### config.mk
export PLATFORM = sky130hd
export DESIGN_NAME = contiguous_fit_allocator
export DESIGN_NICKNAME = d
export VERILOG_FILES = /design/src/rtl/cfa_pkg.sv /design/src/rtl/contiguous_fit_allocator.sv /design/src/rtl/cfa_ram.sv /design/src/rtl/cfa_datapath.sv /design/src/rtl/cfa_ctrl.sv
export SDC_FILE = /design/constraint.sdc
export NUM_CORES = 2
export LEC_CHECK = 0
export BUFFER_PORTS_ARGS = -buffer_cell sky130_fd_sc_hd__clkbuf_2
export CORE_UTILIZATION = 30
export DETAILED_ROUTE_END_ITERATION = 8
export MAX_ROUTING_LAYER = met4
export SKIP_LAST_GASP = 1
export SYNTH_ARGS = -nofsm -noshare
export SYNTH_HDL_FRONTEND = slang
export SYNTH_HIERARCHICAL = 1
export SYNTH_SLANG_ARGS = --single-unit
### constraint.sdc
create_clock -name clk -period 10.16 [get_ports clk]
set_input_delay 0.508 -clock clk [delete_from_list [all_inputs] [get_ports clk]]
set_output_delay 0.508 -clock clk [all_outputs]
set_load 0.05 [all_outputs]
### src/rtl/cfa_pkg.sv
// Shared types and constants for the contiguous fit allocator.
`timescale 1ns / 1ps
package cfa_pkg;

	localparam logic [2:0] ST_OK       = 3'd0;
	localparam logic [2:0] ST_ZERO     = 3'd1;
	localparam logic [2:0] ST_DUP      = 3'd2;
	localparam logic [2:0] ST_NOFIT    = 3'd3;
	localparam logic [2:0] ST_NOTALLOC = 3'd4;
	localparam logic [2:0] ST_FULL     = 3'd5;

	localparam logic CFG_FIT_POLICY  = 1'b0;
	localparam logic CFG_TOTAL_UNITS = 1'b1;

	localparam logic [1:0] POL_BEST  = 2'd1;
	localparam logic [1:0] POL_WORST = 2'd2;

	localparam int MIN_UNITS = 100;

	typedef struct packed {
		logic [11:0] start;
		logic [12:0] len;
		logic [5:0]  owner;
		logic        is_free;
	} blk_entry_t;

	typedef enum logic [3:0] {
		DP_NOP,
		DP_INIT,
		DP_LOAD,
		DP_SCAN_START,
		DP_SCAN,
		DP_UP_START,
		DP_UP,
		DP_WR_SPLIT,
		DP_WR_USED,
		DP_MERGE_WR,
		DP_DOWN,
		DP_FREE_END,
		DP_PUSH
	} dp_op_t;

	typedef struct packed {
		dp_op_t     op;
		logic [2:0] code;
	} dp_cmd_t;

	typedef struct packed {
		logic is_free_req;
		logic zero_size;
		logic id_bad;
		logic id_active;
		logic scan_done;
		logic up_done;
		logic found;
		logic need_split;
		logic table_full;
		logic out_free;
	} dp_sts_t;

endpackage

### src/rtl/contiguous_fit_allocator.sv
// Top level of the contiguous fit allocator.
`timescale 1ns / 1ps
// Keeps an address-ordered table of up to MAX_BLOCKS blocks in one RAM with a
// single read and a single write port; every request is handled on its own.
// An allocate runs its checks and the table scan and, when the chosen block
// is split, moves the entries behind it one place up and writes the new free
// entry; a free runs the same scan, then merges and closes the gap. Early
// errors skip the scan and answer straight with the result beat. A request
// ends with its result beat and a return to idle before the next is taken.
// After reset and after each total_units write the block rebuilds entry
// zero before it takes a request.
// The result register lets a new request start while the last result beat
// still waits on out_ready.
module contiguous_fit_allocator #(
	parameter int MEM_UNITS  = 4096,
	parameter int MAX_BLOCKS = 64,
	parameter int MAX_PROCS  = 64
) (
	input  logic        clk,
	input  logic        arst_n,
	input  logic        in_valid,
	output logic        in_ready,
	input  logic        req_type,
	input  logic [5:0]  proc_id,
	input  logic [12:0] req_size,
	output logic        out_valid,
	input  logic        out_ready,
	output logic [2:0]  status,
	output logic [11:0] alloc_start,
	input  logic        cfg_valid,
	output logic        cfg_ready,
	input  logic        cfg_index,
	input  logic [12:0] cfg_data
);

	cfa_pkg::dp_cmd_t cmd;
	cfa_pkg::dp_sts_t sts;

	cfa_ctrl u_ctrl (
		.clk      (clk),
		.arst_n   (arst_n),
		.in_valid (in_valid),
		.in_ready (in_ready),
		.cfg_valid(cfg_valid),
		.cfg_index(cfg_index),
		.cfg_ready(cfg_ready),
		.sts      (sts),
		.cmd      (cmd)
	);

	cfa_datapath #(
		.MEM_UNITS (MEM_UNITS),
		.MAX_BLOCKS(MAX_BLOCKS),
		.MAX_PROCS (MAX_PROCS)
	) u_dp (
		.clk        (clk),
		.arst_n     (arst_n),
		.cmd        (cmd),
		.sts        (sts),
		.req_type   (req_type),
		.proc_id    (proc_id),
		.req_size   (req_size),
		.cfg_we     (cfg_valid && cfg_ready),
		.cfg_index  (cfg_index),
		.cfg_data   (cfg_data),
		.out_valid  (out_valid),
		.out_ready  (out_ready),
		.status     (status),
		.alloc_start(alloc_start)
	);

endmodule

### src/rtl/cfa_ram.sv
// Generic single write port, single read port RAM with registered read.
`timescale 1ns / 1ps
module cfa_ram #(
	parameter int WIDTH = 32,
	parameter int DEPTH = 64
) (
	input  logic                     clk,
	input  logic                     we,
	input  logic [$clog2(DEPTH)-1:0] waddr,
	input  logic [WIDTH-1:0]         wdata,
	input  logic                     re,
	input  logic [$clog2(DEPTH)-1:0] raddr,
	output logic [WIDTH-1:0]         rdata
);

	logic [WIDTH-1:0] mem_q [DEPTH];

	always_ff @(posedge clk) begin
		if (we) begin
			mem_q[waddr] <= wdata;
		end
		if (re) begin
			rdata <= mem_q[raddr];
		end
	end

endmodule

### src/rtl/cfa_datapath.sv
// Allocator datapath: block table RAM, scan and shift logic, owner flags, result register.
`timescale 1ns / 1ps
module cfa_datapath #(
	parameter int MEM_UNITS  = 4096,
	parameter int MAX_BLOCKS = 64,
	parameter int MAX_PROCS  = 64
) (
	input  logic              clk,
	input  logic              arst_n,
	input  cfa_pkg::dp_cmd_t  cmd,
	output cfa_pkg::dp_sts_t  sts,
	input  logic              req_type,
	input  logic [5:0]        proc_id,
	input  logic [12:0]       req_size,
	input  logic              cfg_we,
	input  logic              cfg_index,
	input  logic [12:0]       cfg_data,
	output logic              out_valid,
	input  logic              out_ready,
	output logic [2:0]        status,
	output logic [11:0]       alloc_start
);

	localparam int IW = $clog2(MAX_BLOCKS);
	localparam int CW = IW + 1;

	// control state
	logic [CW-1:0] count_q;
	logic [63:0]   owner_active_q;
	logic [1:0]    fit_policy_q;
	logic [12:0]   total_units_q;
	logic          out_valid_q;
	logic          rd_vld_s1;

	// payload
	logic          type_q;
	logic [5:0]    id_q;
	logic [12:0]   size_q;
	logic [CW-1:0] src_q;
	logic [IW-1:0] idx_s1;
	logic          found_q;
	logic [IW-1:0] pick_idx_q;
	logic [12:0]   pick_len_q;
	logic [11:0]   pick_start_q;
	logic          last_free_q;
	logic [12:0]   last_len_q;
	logic [11:0]   last_start_q;
	logic          prev_free_q;
	logic [12:0]   prev_len_q;
	logic [11:0]   prev_start_q;
	logic          next_free_q;
	logic [12:0]   next_len_q;
	logic [2:0]    status_q;
	logic [11:0]   alloc_start_q;

	cfa_pkg::blk_entry_t rdata;
	cfa_pkg::blk_entry_t wd;
	logic                we;
	logic                re;
	logic [IW-1:0]       wa;
	logic [IW-1:0]       dst;
	logic [1:0]          rm_cnt;
	logic                fits;
	logic                take;
	logic                own_hit;
	logic [12:0]         cfg_units;

	cfa_ram #(
		.WIDTH($bits(cfa_pkg::blk_entry_t)),
		.DEPTH(MAX_BLOCKS)
	) u_table (
		.clk  (clk),
		.we   (we),
		.waddr(wa),
		.wdata(wd),
		.re   (re),
		.raddr(src_q[IW-1:0]),
		.rdata(rdata)
	);

	assign rm_cnt = {1'b0, prev_free_q} + {1'b0, next_free_q};

	assign fits = rdata.is_free && (rdata.len >= size_q);
	always_comb begin
		priority if (!found_q) take = fits;
		else if (fit_policy_q == cfa_pkg::POL_BEST) take = fits && (rdata.len < pick_len_q);
		else if (fit_policy_q == cfa_pkg::POL_WORST) take = fits && (rdata.len > pick_len_q);
		else take = 1'b0;
	end
	assign own_hit = !found_q && !rdata.is_free && (rdata.owner == id_q);

	always_comb begin
		re  = 1'b0;
		we  = 1'b0;
		wa  = idx_s1;
		wd  = rdata;
		dst = src_q[IW-1:0];
		unique case (cmd.op)
			cfa_pkg::DP_INIT: begin
				we = 1'b1;
				wa = '0;
				wd = '{start: 12'd0, len: total_units_q, owner: 6'd0, is_free: 1'b1};
			end
			cfa_pkg::DP_SCAN: begin
				re = src_q < count_q;
			end
			cfa_pkg::DP_UP: begin
				re  = src_q > {1'b0, pick_idx_q};
				we  = rd_vld_s1;
				dst = src_q[IW-1:0] + IW'(1);
			end
			cfa_pkg::DP_DOWN: begin
				re  = src_q < count_q;
				we  = rd_vld_s1;
				dst = src_q[IW-1:0] - IW'(rm_cnt);
			end
			cfa_pkg::DP_WR_SPLIT: begin
				we = 1'b1;
				wa = pick_idx_q + IW'(1);
				wd = '{start: pick_start_q + size_q[11:0], len: pick_len_q - size_q,
					owner: 6'd0, is_free: 1'b1};
			end
			cfa_pkg::DP_WR_USED: begin
				we = 1'b1;
				wa = pick_idx_q;
				wd = '{start: pick_start_q, len: size_q, owner: id_q, is_free: 1'b0};
			end
			cfa_pkg::DP_MERGE_WR: begin
				we = 1'b1;
				wa = prev_free_q ? pick_idx_q - IW'(1) : pick_idx_q;
				wd = '{start: prev_free_q ? prev_start_q : pick_start_q,
					len: (prev_free_q ? prev_len_q : 13'd0) + pick_len_q
						+ (next_free_q ? next_len_q : 13'd0),
					owner: 6'd0, is_free: 1'b1};
			end
			default: begin
			end
		endcase
	end

	always_comb begin
		if (cfg_data < 13'(cfa_pkg::MIN_UNITS)) cfg_units = 13'(cfa_pkg::MIN_UNITS);
		else if (32'(cfg_data) > MEM_UNITS) cfg_units = 13'(MEM_UNITS);
		else cfg_units = cfg_data;
	end

	always_ff @(posedge clk or negedge arst_n) begin
		if (!arst_n) begin
			count_q        <= CW'(1);
			owner_active_q <= '0;
			fit_policy_q   <= 2'd0;
			total_units_q  <= 13'(cfa_pkg::MIN_UNITS);
			out_valid_q    <= 1'b0;
			rd_vld_s1      <= 1'b0;
		end else begin
			if (out_valid_q && out_ready) begin
				out_valid_q <= 1'b0;
			end
			if (cfg_we) begin
				if (cfg_index == cfa_pkg::CFG_FIT_POLICY) begin
					fit_policy_q <= cfg_data[1:0];
				end else begin
					total_units_q  <= cfg_units;
					owner_active_q <= '0;
				end
			end
			unique case (cmd.op)
				cfa_pkg::DP_INIT: count_q <= CW'(1);
				cfa_pkg::DP_SCAN_START: begin
					rd_vld_s1 <= 1'b0;
					if (type_q) begin
						owner_active_q[id_q] <= 1'b0;
					end
				end
				cfa_pkg::DP_SCAN, cfa_pkg::DP_UP, cfa_pkg::DP_DOWN: rd_vld_s1 <= re;
				cfa_pkg::DP_UP_START, cfa_pkg::DP_MERGE_WR: rd_vld_s1 <= 1'b0;
				cfa_pkg::DP_WR_SPLIT: count_q <= count_q + CW'(1);
				cfa_pkg::DP_WR_USED: owner_active_q[id_q] <= 1'b1;
				cfa_pkg::DP_FREE_END: count_q <= count_q - CW'(rm_cnt);
				cfa_pkg::DP_PUSH: out_valid_q <= 1'b1;
				default: begin
				end
			endcase
		end
	end

	always_ff @(posedge clk) begin
		unique case (cmd.op)
			cfa_pkg::DP_LOAD: begin
				type_q <= req_type;
				id_q   <= proc_id;
				size_q <= req_size;
			end
			cfa_pkg::DP_SCAN_START: begin
				src_q       <= '0;
				found_q     <= 1'b0;
				last_free_q <= 1'b0;
				prev_free_q <= 1'b0;
				next_free_q <= 1'b0;
			end
			cfa_pkg::DP_SCAN: begin
				idx_s1 <= src_q[IW-1:0];
				if (re) begin
					src_q <= src_q + CW'(1);
				end
				if (rd_vld_s1) begin
					last_free_q  <= rdata.is_free;
					last_len_q   <= rdata.len;
					last_start_q <= rdata.start;
					if (!type_q) begin
						if (take) begin
							found_q      <= 1'b1;
							pick_idx_q   <= idx_s1;
							pick_len_q   <= rdata.len;
							pick_start_q <= rdata.start;
						end
					end else begin
						if (own_hit) begin
							found_q      <= 1'b1;
							pick_idx_q   <= idx_s1;
							pick_len_q   <= rdata.len;
							pick_start_q <= rdata.start;
							prev_free_q  <= last_free_q;
							prev_len_q   <= last_len_q;
							prev_start_q <= last_start_q;
						end
						// entry right after the released block
						if (found_q && idx_s1 == pick_idx_q + IW'(1)) begin
							next_free_q <= rdata.is_free;
							next_len_q  <= rdata.len;
						end
					end
				end
			end
			cfa_pkg::DP_UP_START: src_q <= count_q - CW'(1);
			cfa_pkg::DP_UP: begin
				idx_s1 <= dst;
				if (re) begin
					src_q <= src_q - CW'(1);
				end
			end
			cfa_pkg::DP_MERGE_WR: src_q <= {1'b0, pick_idx_q} + CW'(1) + CW'(next_free_q);
			cfa_pkg::DP_DOWN: begin
				idx_s1 <= dst;
				if (re) begin
					src_q <= src_q + CW'(1);
				end
			end
			cfa_pkg::DP_PUSH: begin
				status_q      <= cmd.code;
				alloc_start_q <= (cmd.code == cfa_pkg::ST_OK) ? pick_start_q : 12'd0;
			end
			default: begin
			end
		endcase
	end

	assign sts.is_free_req = type_q;
	assign sts.zero_size   = size_q == 13'd0;
	assign sts.id_bad      = 32'(id_q) >= MAX_PROCS;
	assign sts.id_active   = owner_active_q[id_q];
	assign sts.scan_done   = !rd_vld_s1 && !(src_q < count_q);
	assign sts.up_done     = !rd_vld_s1 && !(src_q > {1'b0, pick_idx_q});
	assign sts.found       = found_q;
	assign sts.need_split  = pick_len_q > size_q;
	assign sts.table_full  = count_q >= CW'(MAX_BLOCKS);
	assign sts.out_free    = !out_valid_q || out_ready;

	assign out_valid   = out_valid_q;
	assign status      = status_q;
	assign alloc_start = alloc_start_q;

endmodule

### src/rtl/cfa_ctrl.sv
// Allocator controller: sequences checks, table scan, shifts and result beat.
`timescale 1ns / 1ps
module cfa_ctrl (
	input  logic             clk,
	input  logic             arst_n,
	input  logic             in_valid,
	output logic             in_ready,
	input  logic             cfg_valid,
	input  logic             cfg_index,
	output logic             cfg_ready,
	input  cfa_pkg::dp_sts_t sts,
	output cfa_pkg::dp_cmd_t cmd
);

	typedef enum logic [3:0] {
		S_INIT,
		S_IDLE,
		S_CHECK,
		S_SCAN,
		S_DECIDE,
		S_UP,
		S_WR_SPLIT,
		S_WR_USED,
		S_DOWN,
		S_FREE_END,
		S_OUT
	} state_t;

	state_t     state_q;
	logic [2:0] code_q;
	logic       chk_err;
	logic [2:0] chk_code;

	always_comb begin
		chk_err  = 1'b1;
		chk_code = cfa_pkg::ST_OK;
		if (sts.is_free_req) begin
			if (sts.id_bad || !sts.id_active) chk_code = cfa_pkg::ST_NOTALLOC;
			else chk_err = 1'b0;
		end else begin
			priority if (sts.zero_size) chk_code = cfa_pkg::ST_ZERO;
			else if (sts.id_bad) chk_code = cfa_pkg::ST_FULL;
			else if (sts.id_active) chk_code = cfa_pkg::ST_DUP;
			else chk_err = 1'b0;
		end
	end

	assign cfg_ready = state_q == S_IDLE;
	assign in_ready  = (state_q == S_IDLE) && !cfg_valid;

	always_comb begin
		cmd.op   = cfa_pkg::DP_NOP;
		cmd.code = code_q;
		unique case (state_q)
			S_INIT:     cmd.op = cfa_pkg::DP_INIT;
			S_IDLE:     if (in_valid && !cfg_valid) cmd.op = cfa_pkg::DP_LOAD;
			S_CHECK:    if (!chk_err) cmd.op = cfa_pkg::DP_SCAN_START;
			S_SCAN:     cmd.op = cfa_pkg::DP_SCAN;
			S_DECIDE: begin
				if (sts.found) begin
					if (sts.is_free_req) cmd.op = cfa_pkg::DP_MERGE_WR;
					else if (sts.need_split && !sts.table_full) cmd.op = cfa_pkg::DP_UP_START;
				end
			end
			S_UP:       cmd.op = cfa_pkg::DP_UP;
			S_WR_SPLIT: cmd.op = cfa_pkg::DP_WR_SPLIT;
			S_WR_USED:  cmd.op = cfa_pkg::DP_WR_USED;
			S_DOWN:     cmd.op = cfa_pkg::DP_DOWN;
			S_FREE_END: cmd.op = cfa_pkg::DP_FREE_END;
			S_OUT:      if (sts.out_free) cmd.op = cfa_pkg::DP_PUSH;
			default:    cmd.op = cfa_pkg::DP_NOP;
		endcase
	end

	always_ff @(posedge clk or negedge arst_n) begin
		if (!arst_n) begin
			state_q <= S_INIT;
			code_q  <= cfa_pkg::ST_OK;
		end else begin
			unique case (state_q)
				S_INIT: state_q <= S_IDLE;
				S_IDLE: begin
					if (cfg_valid) begin
						// a size write rebuilds the table around entry zero
						if (cfg_index == cfa_pkg::CFG_TOTAL_UNITS) state_q <= S_INIT;
					end else if (in_valid) begin
						state_q <= S_CHECK;
					end
				end
				S_CHECK: begin
					if (chk_err) begin
						code_q  <= chk_code;
						state_q <= S_OUT;
					end else begin
						state_q <= S_SCAN;
					end
				end
				S_SCAN: if (sts.scan_done) state_q <= S_DECIDE;
				S_DECIDE: begin
					if (sts.is_free_req) begin
						if (sts.found) begin
							state_q <= S_DOWN;
						end else begin
							code_q  <= cfa_pkg::ST_NOTALLOC;
							state_q <= S_OUT;
						end
					end else if (!sts.found) begin
						code_q  <= cfa_pkg::ST_NOFIT;
						state_q <= S_OUT;
					end else if (sts.need_split && sts.table_full) begin
						code_q  <= cfa_pkg::ST_FULL;
						state_q <= S_OUT;
					end else if (sts.need_split) begin
						state_q <= S_UP;
					end else begin
						state_q <= S_WR_USED;
					end
				end
				S_UP: if (sts.up_done) state_q <= S_WR_SPLIT;
				S_WR_SPLIT: state_q <= S_WR_USED;
				S_WR_USED: begin
					code_q  <= cfa_pkg::ST_OK;
					state_q <= S_OUT;
				end
				S_DOWN: if (sts.scan_done) state_q <= S_FREE_END;
				S_FREE_END: begin
					code_q  <= cfa_pkg::ST_OK;
					state_q <= S_OUT;
				end
				S_OUT: if (sts.out_free) state_q <= S_IDLE;
				default: state_q <= S_IDLE;
			endcase
		end
	end

endmodule

After elaboration in Yosys (flattened, before gate mapping)
Memory sizes are Yosys's and may differ from the RTL's. A register that Yosys moved wholly into a read port is not among the register bits. Index checks and enable logic that the tools add are counted.

Register bits after elaboration: 241. Output and inout port bits: 18. Logic and storage cells: 248. Bits in writable memories: 2048. Memories kept: 1.

Memories: u_dp.u_table.mem_q (depth 64, bits a word 32, read ports 1, clocked after Yosys merged registers in 1, wr ports 1, line cfa_ram.sv:16) `logic [WIDTH-1:0] mem_q [DEPTH];`.

Add/sub/neg operators: 16. Bitwise gates (word level): 4. Multiplexer cells: 91. Equal/unequal tests: 44. Magnitude comparators: 11. Reductions and logical operators: 54.

Operators with widths (count): 2-to-1 mux 64 bit (3); one-hot mux 32 bit (4 select lines) (1); one-hot mux 64 bit (2 select lines) (1); 2-to-1 mux 13 bit (7); AND 64 bit (1); inverter 64 bit (1); OR 64 bit (1); 2-to-1 mux 4 bit (14); 2-to-1 mux 12 bit (4); one-hot mux 4 bit (11 select lines) (1); one-hot mux 4 bit (9 select lines) (1); one-hot mux 7 bit (5 select lines) (1); equality test 4 x 3 -> 1 bit (second input constant) (8); equality test 4 bit (second input constant) (8); 2-to-1 mux 6 bit (5); AND reduction 4 bit (7); 2-to-1 mux 3 bit (9); adder 13 bit (2); > comparator 13 bit (2); 2-to-1 mux 1 bit (24); one-hot mux 6 bit (4 select lines) (1); one-hot mux 7 bit (3 select lines) (1); equality test 4 x 2 -> 1 bit (second input constant) (4); logical AND 1 bit (15); 51 further kinds (98).

Logic depth before layout (Yosys ltp)
Depth after elaboration: 12. Mapped depth: 26. Gate-level depth less buffers: 23.

Hierarchy
The synthesis kept the hierarchy.

By module, submodules not included: cfa_ram (instances 1, cells each 3511, area an instance 79359.9 um^2, seq. area each 62459.9 um^2); cfa_datapath (instances 1, cells each 1318, area an instance 14072.2 um^2, seq. area each 6591.3 um^2); cfa_ctrl (instances 1, cells each 115, area an instance 863.3 um^2, seq. area each 175.2 um^2); contiguous_fit_allocator (instances 1, cells each 1, area an instance 6.3 um^2, seq. area each 0.0 um^2).

Worst setup path before layout
OpenSTA, ideal clock, no wires.

Path kind: register to register. Start point: register u_dp.id_q[0]. End point: memory u_dp.u_table.mem_q[0][10], data pin. Clock period less this slack: 6.962 ns. Cell stages (with the launch flop): 17. Buffers on the path: 3. Required time: 9.433 ns. Data arrival time: 6.234 ns. Slack: 3.198 ns. Setup time: 0.727 ns. Cell sequence: edfxtp_1 buf_6 mux2_4 a221oi_1 o22ai_1 a21oi_1 nor2_1 or4_1 nor3_1 a21oi_1 o31a_1 o32ai_1 and2_1 clkbuf_1 nand2_1 clkbuf_1 o311ai_1.

RTL lines: start: declaration (line cfa_datapath.sv:37) `logic [5:0] id_q;`; start signal: assignment (line cfa_datapath.sv:191) `id_q <= proc_id;`; end: declaration (line cfa_ram.sv:16).

==> impl_results.md <==
* Core footprint at 312,000 sq um
* Status: finished clean
* Max-slew violation count at 0
* Crit-path cells: buf_4 > mux2_2 > a221oi_1 > o22ai_1 > a21oi_1 > nor2_1 > or4_1 > nor3_1 > a21oi_1 > o31a_1 > o32ai_2 > or2_1 > nor2_2 > nor2_2 > buf_4 > a21oi_1 > a21oi_1 > nand3b_1 > or2_2 > nor2_4
* Syn_nets at 5,098
* First-pass GRT wire length at 368 mm
* Max VDD drop at 0.466 mV
* Top FF cell, synth: edfxtp_1
* Reg power frac at 0.394
* CTS clk-pin slew, worst paths at 60 ps
* Die area at 317,000 sq um
* Via count at 50,175
* Post-synthesis adder-cell area fraction at 0.0166
* Largest net degree at the start of global routing at 99
* Synthesized cell area at 94,300 sq um
* Initial core utilization at 0.302
* Post-synth EDFFs at 2,226
* DR vias/cell at 5.32
* Row cnt at 205
* Gpl congestion at 0.919
* Fin cells at 9,437
* Clk_skew at 123 ps
* Synth Area in XOR/XNOR at 0.00667
* Critical path's slowest cell: nor2_4
* Yosys warns at 6
* Startpoint type of the worst setup path: flop
* Nets at 5,265
* Total placed cells including tap cells at 8,991
* Slew HR at 0.111
* P per Cell Area at 362 nW/um^2
* # resized after CTS at 0
* Mux cell area share after synthesis at 0.131
* Most common cell in the synthesized netlist: edfxtp_1
* Mapped Cells at 4,945
* Fin. Hold Viols at 0
* Crit end category: flop
* Vias in the first global route at 48,954
* Mapped Avg Cell Area at 19.1 sq um
* Routed Antenna Nets at 0
* Setup tns final at 0 ps
* Internal power at 23,600 uW
* NetSw at 15,500 uW
* Commonest cells post-synth: edfxtp_1 (2,226), mux4_2 (456), mux2i_1 (198)
* IO buf count at 56
* Critical path buffers and inverters at 2
* CTS Buf Count at 225
* Wirelength per Cell at 27.8 um
* Leak at 0.0342 uW
* FF/Latch Area at 69,200 sq um
* GR Util All Layers at 0.166
* CTS tree: built
* Yosys top cell by area: edfxtp_1
* Routed wire length at 262 mm
* Post-synthesis cell type count at 95
* H-tree levels at 4
* Sw Ratio at 0.396
* R2r setup slk at 1340 ps
* Share of the synthesized area in the top cell type at 0.709
* Die Y-Extent at 563 um
* Final min period at 8820 ps
* Final setup vio count at 0
* Global route overflow at 0
* Area of the multi-input gates at 24,000 sq um
* CP max stage delay at 950 ps
* Most used cell, CP: a21oi_1
* Post-CTS setup buffers at 0
* RSZ-0062 raised after global routing: false
* Share of cells above drive strength 1 at 0.215
* Clock sink count at 2,321
* Seq/Total Area, Yosys at 0.734
* WS Path Type: flop to flop
* Syn-to-layout area delta at 14.2%
* Async SR Flop Fraction at 0.0409
* Root buf cell: clkbuf_16
* Initial antenna violation count at 22
* DRC Markers at 0
* Post-synthesis register bit count at 2,321
* Power share of the clock group at 0.215
* Class of the worst hold path: input port to flop
* Main combinational cell family by area after synthesis: multiplexers
* Gate power share at 0.391
* WP data required at 10,670 ps
* TritonRoute pass-1 iters at 6
* Post-synthesis compound-gate area fraction at 0.0580
* Maxcap violations at 0
* CP Max Fanout at 32
* Final period util at 0.868
* Crit path arrival time at 9330 ps
* Max Fclk at 0.113 GHz
* Worst-Margin Slew at 1330 ps
* Layout filler cell count at 29,049
* Synth area leaders: edfxtp_1 (71%), mux4_2 (11%), dfrtp_1 (2.4%), mux2i_1 (2.1%), a22oi_1 (1.6%)
* Later-pin clock latency in the skew report at 910 ps
* Simple-Gate Fraction of Synth Area at 0.0335
* Die Wd at 563 um
* Post-detail-place hpwl at 161 mm
* CTS max path bufs at 4
* IO Count at 57
* DR iter-0 viols at 6,508
* CP delay by family, top: simple AND/OR/NAND/NOR gates
==> area by class of cell <==
class / count / area share
diodes: 5 / 0.000116
multi-input cells: 2276 / 0.223
clock buffers: 253 / 0.0535
repair buffers: 214 / 0.0154
inverters: 74 / 0.00258
clock inverters: 154 / 0.0143
well taps: 4140 / 0.0481
flip-flops and latches: 2321 / 0.643
==> registers in the layout (all words and copies together) (netlist names), 13 cells and up <==
name                 flops
u_dp/next_len_q         13
u_dp/size_q             13
u_dp/u_table/rdata      32
u_dp/prev_len_q         13
u_dp/last_len_q         13
u_dp/pick_len_q         13
u_dp/u_table/mem_q    2048
u_dp/owner_active_q     64
u_dp/total_units_q      13
==> placed cells by master, fill, tap and decap left out, types with 45 or more instances in the layout <==
cell type,n
nor2_4,66
dfrtp_1,91
o22ai_1,48
buf_4,117
mux2i_1,198
a21oi_1,170
mux4_2,456
clkinv_2,56
clkinv_1,45
a22oi_1,193
nor2_1,102
clkbuf_16,226
edfxtp_1,2226
xnor2_1,48
o21ai_0,73
nand3_1,77
ha_1,96
clkbuf_2,55
inv_1,68
nand2_1,111
==> power by group through the flow <==
stage / clock [uW] / sequential (uW) / combinational, uW
after floorplan: 0 / 15500 / 8000
after global placement: 0 / 15500 / 14900
after detailed placement: 0 / 15500 / 15200
after CTS: 8550 / 15300 / 15200
after global routing: 8890 / 15400 / 15800
final: 8410 / 15400 / 15300
==> cells by family after synthesis <==
| logic type | count (synthesis) |
|---|---|
| compound gates | 805 |
| xor+xnor | 71 |
| fa+ha+maj | 114 |
| buf+inv | 348 |
| flops | 2321 |
| mux | 666 |
| other cells | 1 |
| simple gates | 619 |
==> path summary, 6_finish.rpt <==
path | depth (start not counted) | endpoint | from
min | 4 | u_dp/total_units_q[2] | cfg_data[2]
max reg2reg | 20 | u_dp/u_table/mem_q[6][0] | u_dp/id_q[0]
min in group asynchronous | 2 | u_dp/owner_active_q[3] | arst_n
max | 20 | u_dp/u_table/mem_q[6][0] | u_dp/id_q[0]
max in group asynchronous | 3 | u_dp/count_q[2] | arst_n
min reg2reg | 0 | u_dp/prev_len_q[5] | u_dp/last_len_q[5]
==> worst reg2reg max path, stage by stage (launching register included) <==
cell and delay, ps:
edfxtp_1 670, buf_4 400, mux2_2 390, a221oi_1 290, o22ai_1 130, a21oi_1 190, nor2_1 60, or4_1 670
nor3_1 250, a21oi_1 70, o31a_1 290, o32ai_2 520, or2_1 270, nor2_2 130, nor2_2 670, buf_4 350
a21oi_1 60, a21oi_1 920, nand3b_1 530, or2_2 640, nor2_4 960
==> through the flow <==
stage	utilization	hold slack, ps	power [uW]	instance area, sq um	setup slack (ps)
after floorplan	-	212	23500	94300	3200
after global placement	0.320	402	30400	100000	1640
after detailed placement	0.320	405	30700	100000	1550
after CTS	0.345	0.989	39100	108000	1600
after global routing	0.345	70.6	40100	108000	1020
final	0.345	48.0	39000	108000	1340
==> what timing repair did <==
item	CTS	global route
endpoints found under the setup margin	0	0
hold endpoints to repair	75	0
hold buffers	34	0
==> metal layers <==
metal | GRT usage | routed length, um | vias to the layer above
li1 | - | - | 20728
met1 | 0.226 | 108000 | 26678
met2 | 0.251 | 120000 | 2399
met3 | 0.0332 | 25100 | 370
met4 | 0.0493 | 8270 | 0
met5 | - | 0 | -
Note: power is estimated with default switching activity, not from simulation.
